File: src/rtl/gwwb_pkg.sv
// types and constants of the greedy word wrap line breaker
`default_nettype none

package gwwb_pkg;

  localparam int unsigned CHAR_W  = 8;
  localparam int unsigned ADV_W   = 16;
  localparam int unsigned WIDTH_W = 24;
  localparam int unsigned POS_W   = 10;

  localparam logic [CHAR_W-1:0]  CHAR_NUL     = 8'd0;
  localparam logic [CHAR_W-1:0]  CHAR_NEWLINE = 8'd10;
  localparam logic [CHAR_W-1:0]  CHAR_SPACE   = 8'd32;
  localparam logic [WIDTH_W-1:0] WIDTH_SAT    = {WIDTH_W{1'b1}};

  typedef struct packed {
    logic [CHAR_W-1:0] char_code;
    logic [ADV_W-1:0]  glyph_advance;
    logic              end_of_text;
  } item_t;

  typedef struct packed {
    logic [POS_W-1:0] break_position;
    logic             is_text_end;
  } brk_t;

  // up to two breaks caused by one item, in output order
  typedef struct packed {
    logic two;
    brk_t first;
    brk_t second;
  } res_t;

endpackage

`default_nettype wire

File: src/rtl/gwwb_core.sv
// input register, line state and break decision of the word wrap breaker
`default_nettype none

module gwwb_core #(
  parameter int unsigned MAX_CHARS = 1024
) (
  input  wire logic                          clk_i,
  input  wire logic                          rst_ni,
  input  wire logic                          cfg_we_i,
  input  wire logic [gwwb_pkg::WIDTH_W-1:0]  cfg_wdata_i,
  input  wire logic                          in_valid_i,
  output logic                               in_ready_o,
  input  wire gwwb_pkg::item_t               in_item_i,
  input  wire logic                          res_free_i,
  output logic                               res_load_o,
  output gwwb_pkg::res_t                     res_o
);
  import gwwb_pkg::*;

  localparam int unsigned IDX_W = $clog2(MAX_CHARS);
  localparam logic [IDX_W-1:0] LAST_IDX = IDX_W'(MAX_CHARS - 1);

  logic               in_valid_q, in_valid_d;
  item_t              in_item_q;
  logic [WIDTH_W-1:0] wrap_q;
  logic [IDX_W-1:0]   idx_q, idx_d;
  logic [IDX_W-1:0]   ws_q, ws_d;
  logic [WIDTH_W-1:0] pen_q, pen_d;
  logic [WIDTH_W-1:0] word_q, word_d;

  logic               fire;
  logic               res_any;
  logic               a_hit, b_hit, b_end;
  logic [IDX_W-1:0]   a_idx, b_idx;
  logic [IDX_W+POS_W-1:0] a_ext, b_ext;
  logic [WIDTH_W:0]   line_sum;
  logic [WIDTH_W:0]   word_adv;
  logic [WIDTH_W-1:0] word_adv_sat;
  logic [WIDTH_W:0]   pen_adv;
  logic [WIDTH_W-1:0] pen_adv_sat;
  logic               wrap_on, over_ge, over_gt, ws_nz;

  // arithmetic on the current state
  assign line_sum     = {1'b0, pen_q} + {1'b0, word_q};
  assign word_adv     = {1'b0, word_q} + {{(WIDTH_W+1-ADV_W){1'b0}}, in_item_q.glyph_advance};
  assign word_adv_sat = word_adv[WIDTH_W] ? WIDTH_SAT : word_adv[WIDTH_W-1:0];
  assign pen_adv      = {1'b0, pen_q} + {1'b0, word_adv_sat};
  assign pen_adv_sat  = pen_adv[WIDTH_W] ? WIDTH_SAT : pen_adv[WIDTH_W-1:0];
  assign wrap_on      = (wrap_q != '0);
  assign over_ge      = (line_sum >= {1'b0, wrap_q});
  assign over_gt      = (line_sum > {1'b0, wrap_q});
  assign ws_nz        = (ws_q != '0);

  always_comb begin
    a_hit  = 1'b0;
    b_hit  = 1'b0;
    b_end  = 1'b0;
    a_idx  = ws_q;
    b_idx  = idx_q;
    idx_d  = idx_q;
    ws_d   = ws_q;
    pen_d  = pen_q;
    word_d = word_q;
    priority if (in_item_q.end_of_text) begin
      a_hit  = wrap_on && over_gt && ws_nz;
      b_hit  = 1'b1;
      b_end  = 1'b1;
      idx_d  = '0;
      ws_d   = '0;
      pen_d  = '0;
      word_d = '0;
    end else if ((in_item_q.char_code != CHAR_NUL) && (idx_q < LAST_IDX)) begin
      idx_d = idx_q + 1'b1;
      if (wrap_on) begin
        unique case (in_item_q.char_code)
          CHAR_NEWLINE: begin
            a_hit  = over_ge && ws_nz;
            b_hit  = (idx_q != '0);
            pen_d  = '0;
            ws_d   = idx_q + 1'b1;
            word_d = '0;
          end
          CHAR_SPACE: begin
            a_hit  = over_ge && ws_nz;
            pen_d  = over_ge ? word_adv_sat : pen_adv_sat;
            ws_d   = idx_q + 1'b1;
            word_d = '0;
          end
          default: begin
            word_d = word_adv_sat;
          end
        endcase
      end
    end else begin
      // dropped character, the line state stays
      idx_d = idx_q;
    end
  end

  // positions keep their low bits only
  assign a_ext = {{POS_W{1'b0}}, a_idx};
  assign b_ext = {{POS_W{1'b0}}, b_idx};

  always_comb begin
    res_o.two                    = a_hit && b_hit;
    res_o.second.break_position  = b_ext[POS_W-1:0];
    res_o.second.is_text_end     = b_end;
    if (a_hit) begin
      res_o.first.break_position = a_ext[POS_W-1:0];
      res_o.first.is_text_end    = 1'b0;
    end else begin
      res_o.first.break_position = b_ext[POS_W-1:0];
      res_o.first.is_text_end    = b_end;
    end
  end

  // an item without breaks never waits on the result register
  assign res_any    = a_hit || b_hit;
  assign fire       = in_valid_q && (!res_any || res_free_i);
  assign res_load_o = fire && res_any;
  assign in_ready_o = !in_valid_q || fire;

  always_comb begin
    in_valid_d = in_valid_q;
    if (in_valid_i && in_ready_o) begin
      in_valid_d = 1'b1;
    end else if (fire) begin
      in_valid_d = 1'b0;
    end
  end

  always_ff @(posedge clk_i or negedge rst_ni) begin
    if (!rst_ni) begin
      in_valid_q <= 1'b0;
      wrap_q     <= '0;
      idx_q      <= '0;
      ws_q       <= '0;
      pen_q      <= '0;
      word_q     <= '0;
    end else begin
      in_valid_q <= in_valid_d;
      if (cfg_we_i) begin
        wrap_q <= cfg_wdata_i;
      end
      if (fire) begin
        idx_q  <= idx_d;
        ws_q   <= ws_d;
        pen_q  <= pen_d;
        word_q <= word_d;
      end
    end
  end

  always_ff @(posedge clk_i) begin
    if (in_valid_i && in_ready_o) begin
      in_item_q <= in_item_i;
    end
  end

endmodule

`default_nettype wire

File: src/rtl/gwwb_out_buf.sv
// result register holding up to two breaks, sent out one beat at a time
`default_nettype none

module gwwb_out_buf (
  input  wire logic                        clk_i,
  input  wire logic                        rst_ni,
  input  wire logic                        load_i,
  input  wire gwwb_pkg::res_t              res_i,
  output logic                             free_o,
  output logic                             valid_o,
  input  wire logic                        ready_i,
  output gwwb_pkg::brk_t                   brk_o,
  output logic                             last_o
);
  import gwwb_pkg::*;

  logic valid_q, valid_d;
  logic sel_q, sel_d;
  logic two_q;
  brk_t first_q, second_q;
  logic pop, done;

  assign brk_o   = sel_q ? second_q : first_q;
  assign last_o  = two_q ? sel_q : 1'b1;
  assign valid_o = valid_q;
  assign pop     = valid_q && ready_i;
  assign done    = pop && last_o;
  assign free_o  = !valid_q || done;

  always_comb begin
    valid_d = valid_q;
    sel_d   = sel_q;
    if (load_i) begin
      valid_d = 1'b1;
      sel_d   = 1'b0;
    end else if (done) begin
      valid_d = 1'b0;
      sel_d   = 1'b0;
    end else if (pop) begin
      sel_d = 1'b1;
    end
  end

  always_ff @(posedge clk_i or negedge rst_ni) begin
    if (!rst_ni) begin
      valid_q <= 1'b0;
      sel_q   <= 1'b0;
      two_q   <= 1'b0;
    end else begin
      valid_q <= valid_d;
      sel_q   <= sel_d;
      if (load_i) begin
        two_q <= res_i.two;
      end
    end
  end

  always_ff @(posedge clk_i) begin
    if (load_i) begin
      first_q  <= res_i.first;
      second_q <= res_i.second;
    end
  end

endmodule

`default_nettype wire

File: src/rtl/greedy_word_wrap_breaker.sv
// top level of the greedy word wrap line breaker
`default_nettype none

// Greedy word wrap line breaker. Characters stream in one per beat with their
// glyph advance in Q10.6; a beat with tlast set closes the text. Out come the
// character indices at which new lines begin, one per beat, followed by the
// text length flagged in tuser. Each input beat is registered, then the pen
// and word bookkeeping (a 25-bit add and compare beside two chained saturating
// adds) is done combinationally and its breaks land in a two-entry result
// register. Throughput is one character per clock as long as results are taken;
// an item that causes two breaks (a newline that also wraps, or a text end that
// wraps) occupies the result register for two output beats, so a following item
// that itself breaks waits there until the second beat is taken. An input beat
// passes the input register, then the result register, before its first break
// comes out. Writing wrap_width is only meant while idle; zero turns wrapping
// off and only the text length is reported. Characters beyond MAX_CHARS - 1
// and code zero are dropped.

module greedy_word_wrap_breaker #(
  parameter int unsigned MAX_CHARS = 1024
) (
  input  wire logic        clk_i,
  input  wire logic        rst_ni,
  // configuration: wrap width in Q18.6
  input  wire logic        cfg_we_i,
  input  wire logic [23:0] cfg_wdata_i,
  // character stream
  input  wire logic        s_axis_tvalid,
  output logic             s_axis_tready,
  input  wire logic [23:0] s_axis_tdata,   // [7:0] char_code, [23:8] glyph_advance
  input  wire logic        s_axis_tlast,   // end_of_text
  // break stream
  output logic             m_axis_tvalid,
  input  wire logic        m_axis_tready,
  output logic [15:0]      m_axis_tdata,   // [9:0] break_position, [15:10] zero
  output logic             m_axis_tuser,   // is_text_end
  output logic             m_axis_tlast    // last_of_run
);
  import gwwb_pkg::*;

  item_t in_item;
  res_t  res;
  brk_t  out_brk;
  logic  res_load;
  logic  res_free;

  // unpack the input beat
  assign in_item.char_code     = s_axis_tdata[CHAR_W-1:0];
  assign in_item.glyph_advance = s_axis_tdata[CHAR_W+ADV_W-1:CHAR_W];
  assign in_item.end_of_text   = s_axis_tlast;

  gwwb_core #(
    .MAX_CHARS (MAX_CHARS)
  ) u_core (
    .clk_i       (clk_i),
    .rst_ni      (rst_ni),
    .cfg_we_i    (cfg_we_i),
    .cfg_wdata_i (cfg_wdata_i),
    .in_valid_i  (s_axis_tvalid),
    .in_ready_o  (s_axis_tready),
    .in_item_i   (in_item),
    .res_free_i  (res_free),
    .res_load_o  (res_load),
    .res_o       (res)
  );

  // holds the breaks of one item until all are taken
  gwwb_out_buf u_out_buf (
    .clk_i   (clk_i),
    .rst_ni  (rst_ni),
    .load_i  (res_load),
    .res_i   (res),
    .free_o  (res_free),
    .valid_o (m_axis_tvalid),
    .ready_i (m_axis_tready),
    .brk_o   (out_brk),
    .last_o  (m_axis_tlast)
  );

  // pack the output beat, padded to whole bytes
  assign m_axis_tdata = {{(16-POS_W){1'b0}}, out_brk.break_position};
  assign m_axis_tuser = out_brk.is_text_end;

endmodule

`default_nettype wire

File: config.mk
export PLATFORM = sky130hd
export DESIGN_NAME = greedy_word_wrap_breaker
export DESIGN_NICKNAME = d
export VERILOG_FILES = /design/src/rtl/gwwb_pkg.sv /design/src/rtl/gwwb_core.sv /design/src/rtl/gwwb_out_buf.sv /design/src/rtl/greedy_word_wrap_breaker.sv
export SDC_FILE = /design/constraint.sdc
export NUM_CORES = 1
export LEC_CHECK = 0
export BUFFER_PORTS_ARGS = -buffer_cell sky130_fd_sc_hd__buf_4
export CAP_MARGIN = 20
export CORE_MARGIN = 4
export CORE_UTILIZATION = 60
export DETAILED_ROUTE_END_ITERATION = 10
export PLACE_DENSITY = 0.8
export SYNTH_ARGS = -nofsm -noshare
export SYNTH_HDL_FRONTEND = slang
export SYNTH_HIERARCHICAL = 1
export SYNTH_SLANG_ARGS = --single-unit
File: constraint.sdc
create_clock -name clk_i -period 17 [get_ports clk_i]
set_input_delay 2.55 -clock clk_i [delete_from_list [all_inputs] [get_ports clk_i]]
set_output_delay 2.55 -clock clk_i [all_outputs]
set_load 0.01 [all_outputs]
==> results of run 1 <==
## worst max-delay path by stage
stage / slack (ns) / depth (start not counted) / endpoint
floorplan: 9.60 / 23 / s_axis_tready
global placement: 8.99 / 23 / s_axis_tready
detailed placement: 8.90 / 23 / s_axis_tready
CTS: 8.39 / 23 / s_axis_tready
global route: 8.02 / 23 / s_axis_tready
finish: 8.40 / 23 / s_axis_tready
## cell type report
class                           count  area [sq um]
Timing Repair Buffer               77         578.1
Tap cell                          216         270.3
Multi-Input combinational cell    821          5677
Clock inverter                     15         173.9
Sequential cell                   143          3814
Clock buffer                       17         425.4
Fill cell                        1237          4863
Inverter                           53         198.9
## per-stage QoR
step	area, sq um	hold slack (ns)	utilization [%]	instances	setup slack (ns)
2_1_floorplan	9887	0.4670	-	1059	9.600
3_3_place_gp	10540	0.4823	65.86	1310	8.987
3_5_place_dp	10540	0.5024	65.86	1310	8.900
4_1_cts	11140	0.5110	69.60	1342	8.395
5_1_grt	11140	0.5582	69.60	1342	8.024
6_report	11140	0.5135	69.60	1342	8.403
## critical path, stage by stage, from the launching register on
cell,delay (ns)
dfrtp_1,0.41
ha_1,0.24
inv_1,0.07
fa_1,0.20
nand2b_1,0.13
a21oi_1,0.13
o41ai_4,0.38
o211a_1,0.23
nor2_1,0.06
a21o_1,0.20
a311o_1,0.35
a21oi_1,0.18
xnor2_1,0.09
ha_1,0.29
nand3_1,0.09
nor3_1,0.31
nand2_1,0.11
or3_1,0.42
nand4_1,0.15
o21ai_0,0.13
a221o_1,0.66
and2_1,0.33
or3_1,0.32
buf_4,0.15
## cells in the final DEF, fill, tap and decap left out, types with 23 or more instances in the layout
cell type and instances:
a21oi_1 51, buf_4 77, dfrtp_1 96, edfxtp_1 47, ha_1 90, inv_1 53, nand2_1 131, nor2_1 75
o21a_1 23, o21ai_0 93, xnor2_1 42
## state kept, by name (all words and copies together) (netlist names)
register	flops
u_core/in_valid_q	1
u_core/a_idx	10
u_out_buf/first_q	11
u_out_buf/sel_q	1
u_core/b_idx	10
u_out_buf/two_q	1
u_core/word_q	24
u_core/pen_q	24
u_out_buf/second_q	11
u_core/in_item_q	25
u_core/wrap_q	24
u_out_buf/valid_o	1
## cell families (layout without fill, tap and decap cells)
group,Yosys count,after routing,synth area share [%]
muxes,34,34,4.171
and+or+nand+nor,324,324,15.24
buffers and inverters,95,162,4.133
xor gates and xnor gates,58,58,5.148
other,1,6,0.03800
AOI/OAI and AO/OA,306,306,20.60
DFF,143,143,38.65
adders and majority gates,93,93,12.02
## report_power, final
part	leakage [nW]	internal [mW]	switching, mW
clock network	0.299	0.221	0.159
logic	3.14	0.189	0.278
registers	1.72	0.389	0.0319
total	5.16	0.800	0.469
## layer usage
metal / routed length [um] / vias up / track usage [%]
met3: 1484 / 44 / 4.145
met5: 0 / - / 0
li1: - / 3973 / -
met4: 612 / 0 / 9.574
met2: 11720 / 315 / 45.65
met1: 10860 / 4069 / 36.62
==> results.yml, run 1 <==
clocking:
  ctsHoldBuffers: 0
  cts_setup_buffers: 0
  tritoncts: "yes"
  clk_latency_ns: 0.43
  clock_sinks: 143
  clk_pin_slew_ns: 0.06
  cts-root-buf: "clkbuf_16"
  cts_buffers: 17
  post_cts_resize_count: 0
  htreeDepth: 4
  max-clock-path-buffers: 2
sta:
  fin_skew_ns: 0.007588
  finalSetupViolations: 0
  slew-limit-headroom_pct: 30.59
  fmax_mhz: 116.3
  rsz0062_at_grt: "no"
  finalHoldViolations: 0
  min_period_ns: 8.597
  tns_ns: 0
  tightest_slew_ns: 1.041
  period_share_pct: 50.57
  drv_slew: 0
floorplan:
  core.rowCount: 46
  ioPinCount: 74
  die_x_um: 136.2
  initial_core_util_pct: 61.68
  die_height_um: 136.2
  dieArea_sq_mm: 0.01856
  coreArea_sq_mm: 0.01600
detailed_routing:
  totalWireLength_um: 24680
  via_count: 8401
  drt_pre_antenna_iters: 6
  drtIter0Drc: 721
  wl_per_cell_um: 18.39
  drc: 0
  routed_via_density: 6.260
  ant_nets: 0
synthesis:
  netlist.area_leader.share_pct: 24.34
  yosysTopAreaCell: "dfrtp_1"
  synth_edf_count: 47
  synth.top_cells.by_count: "nand2_1, dfrtp_1, o21ai_0"
  seq_area_frac_synth_pct: 38.65
  synth_area_leaders: "dfrtp_1, edfxtp_1, ha_1"
  netlist_instances: 1054
  ys_types: 67
  yosysWarnings: 6
  ys_ff_latch: 143
  yosysMostFrequentCell: "nand2_1"
  synth.avg_cell_area_sq_um: 9.363
  synth-main-ff-cell: "dfrtp_1"
  synth-async-reset-ratio_pct: 67.13
  mappedNetlistArea_sq_mm: 0.009868
power_and_ir_drop:
  max-vdd-ir-drop_mv: 0.1063
  power.leakage_nw: 5.161
  powerDensity_mw_per_mm2: 114.0
  power_mw: 1.269
global_route:
  grt_pass1_vias: 8084
  grt.overflow.total: 0
  grt_use_total_pct: 27.42
  grt_max_degree: 55
  antenna_found_initial: 0
  grt_pass1_wl_um: 40360
layout:
  num_antenna_cells: 0
  nets: 1260
  final_layout_size_suffix_gt1_share_pct: 13.50
  syn_to_final_growth_pct: 12.86
worst_setup_path:
  worstReg2RegStart: "u_core/word_q[0]"
  r2r_slack_ns: 10.29
  crit_fanout: 21
  path_class: "reg2out"
  startpoint: "u_core/pen_q[0]"
  r2r-end: "u_core/pen_q[20]"
  reg2regPathDepth: 21
  crit_arrival_ns: 6.05
  cp-end-kind: "output pin"
  worstSetupStartpointType: "register"
  crit_required_ns: 14.45
hold_path:
  holdPathEnd: "u_core/a_idx[0]"
  min-delay-start: "u_core/a_idx[0]"
  hold_depth: 2
  min_path_type: "reg2reg"
placement:
  dp_hpwl_um: 17690
  io_buffers: 67
  gp_congestion: 0.8869
run_status:
  outcome: "completed"
job:
  drv_cap: 0
Note: power is estimated with default switching activity, not from simulation.
==> inputs of run 2 (changes only) <==
--- a/config.mk
+++ b/config.mk
@@ -8,9 +8,9 @@
 export BUFFER_PORTS_ARGS = -buffer_cell sky130_fd_sc_hd__buf_4
 export CAP_MARGIN = 20
 export CORE_MARGIN = 4
-export CORE_UTILIZATION = 60
+export CORE_UTILIZATION = 56
 export DETAILED_ROUTE_END_ITERATION = 10
-export PLACE_DENSITY = 0.8
+export PLACE_DENSITY = 0.78
 export SYNTH_ARGS = -nofsm -noshare
 export SYNTH_HDL_FRONTEND = slang
 export SYNTH_HIERARCHICAL = 1
==> constraint.sdc (replaced) <==
create_clock -name clk_i -period 7.3 [get_ports clk_i]
set_input_delay 1.095 -clock clk_i [delete_from_list [all_inputs] [get_ports clk_i]]
set_output_delay 1.095 -clock clk_i [all_outputs]
set_load 0.01 [all_outputs]
==> results.yml, run 2 (synthesis results as in run 1) <==
detailed_routing:
  drtIter0Drc: 837
  wl_per_cell_um: 18.11
  totalWireLength_um: 24580
  drt_pre_antenna_iters: 5
  via_count: 8365
  routed_via_density: 6.164
  drc: 0
  ant_nets: 0
power_and_ir_drop:
  power.leakage_nw: 5.189
  power_mw: 2.984
  max-vdd-ir-drop_mv: 0.1916
  powerDensity_mw_per_mm2: 266.2
floorplan:
  coreArea_sq_mm: 0.01730
  core.rowCount: 48
  die_x_um: 140.7
  dieArea_sq_mm: 0.01981
  ioPinCount: 74
  die_height_um: 140.7
  initial_core_util_pct: 57.05
sta:
  finalSetupViolations: 0
  worst_slack_ns: 0.4830
  slew-limit-headroom_pct: 34.26
  fin_skew_ns: 0.01165
  period_share_pct: 93.38
  drv_slew: 0
  tightest_slew_ns: 0.9860
  rsz0062_at_grt: "no"
  finalHoldViolations: 0
  tns_ns: 0
  fmax_mhz: 146.7
  min_period_ns: 6.817
hold_path:
  min_path_type: "reg2reg"
  min-delay-start: "u_out_buf/two_q"
job:
  drv_cap: 0
clocking:
  ctsHoldBuffers: 0
  htreeDepth: 4
  post_cts_resize_count: 0
  cts_setup_buffers: 0
  clock_sinks: 143
  tritoncts: "yes"
  cts-root-buf: "clkbuf_16"
  max-clock-path-buffers: 2
  clk_pin_slew_ns: 0.06
  clk_latency_ns: 0.43
  cts_buffers: 17
placement:
  io_buffers: 67
  gp_congestion: 0.9384
  post-place-ws_ns: 0.9270
  dp_cells: 1325
  dp_hpwl_um: 18100
layout:
  final_common_cell: "nand2_1"
  layout.cells.non_filler: 1357
  final_layout_size_suffix_gt1_share_pct: 13.96
  fill_cells: 1395
  regMostFlops: "u_core/in_item_q"
  syn_to_final_growth_pct: 13.59
  mostFrequentLayoutCells: "nand2_1, dfrtp_1, o21ai_0"
  multi_input_area_sq_mm: 0.005677
  largest_reg_flops: 25
  num_antenna_cells: 0
  register_area_sq_mm: 0.003814
  nets: 1266
worst_setup_path:
  crit_slowest_cell: "or3_1"
  crit_chain: "ha_1 -> inv_1 -> fa_1 -> nand2b_1 -> a21oi_1 -> o41ai_4 -> o211a_1 -> nor2_1 -> a21o_1 -> a311o_1 -> a21oi_1 -> xnor2_1 -> ha_1 -> nand3_1 -> nor3_1 -> nand2_1 -> or3_1 -> nand4_1 -> o21ai_0 -> a221o_1 -> and2_1 -> or3_1 -> buf_4"
  worstSetupStartpointType: "register"
  crit_fanout: 4
  startpoint: "u_core/pen_q[0]"
  cp_top_family: "compound AO/OA/AOI/OAI gates"
  crit_arrival_ns: 5.72
  crit_required_ns: 6.20
  worstReg2RegStart: "u_core/word_q[0]"
  cp-end-kind: "output pin"
  slowest_delay_ns: 0.43
  path_class: "reg2out"
  critical_path_buf_inv_count: 2
global_route:
  grt_pass1_wl_um: 40690
  grt_use_total_pct: 25.37
  grt.overflow.total: 0
  antenna_found_initial: 0
  grt_pass1_vias: 8078
  grt_max_degree: 55
run_status:
  outcome: "completed"
[run 2: final cells by class]
cell class / instances / area share, %
multi-input combinational: 821 / 50.64
sequential: 143 / 34.02
timing repair buffer: 83 / 5.559
clock buffer: 17 / 3.795
tap: 225 / 2.511
inverter: 53 / 1.775
clock inverter: 15 / 1.697
[run 2: power breakdown]
group          internal, mW  switching, mW  leakage [nW]  total [mW]
combinational         0.444          0.645          3.17        1.09
clock                 0.522          0.386         0.300       0.908
sequential            0.907         0.0800          1.72       0.987
[run 2: stage by stage]
stage          hold slack, ns  util (%)  instance area, sq um
6_report               0.5012     64.81                 11210
5_1_grt                0.5083     64.81                 11210
4_1_cts                0.5055     64.81                 11210
3_5_place_dp           0.4913     61.25                 10590
3_3_place_gp           0.4819     61.25                 10590
2_1_floorplan          0.4670         -                  9887
[run 2: routing by layer]
metal	vias to the layer above	wire [um]	global-route usage [%]	share of wire (%)
li1	3968	-	-	-
met1	3967	10610	33.94	43
met2	360	11330	40.12	46
met3	70	1763	5.190	7.2
met4	0	881	11.12	3.6
met5	-	0	0	0
[run 2: final timing paths]
path	depth (start not counted)	to	slack, ns
max	23	s_axis_tready	0.48
min	1	u_out_buf/two_q	0.50
max reg2reg	23	u_core/pen_q[20]	1.17
min reg2reg	1	u_out_buf/two_q	0.50
max in group asynchronous	2	u_core/b_idx[5]	5.50
min in group asynchronous	1	u_core/word_q[5]	0.66
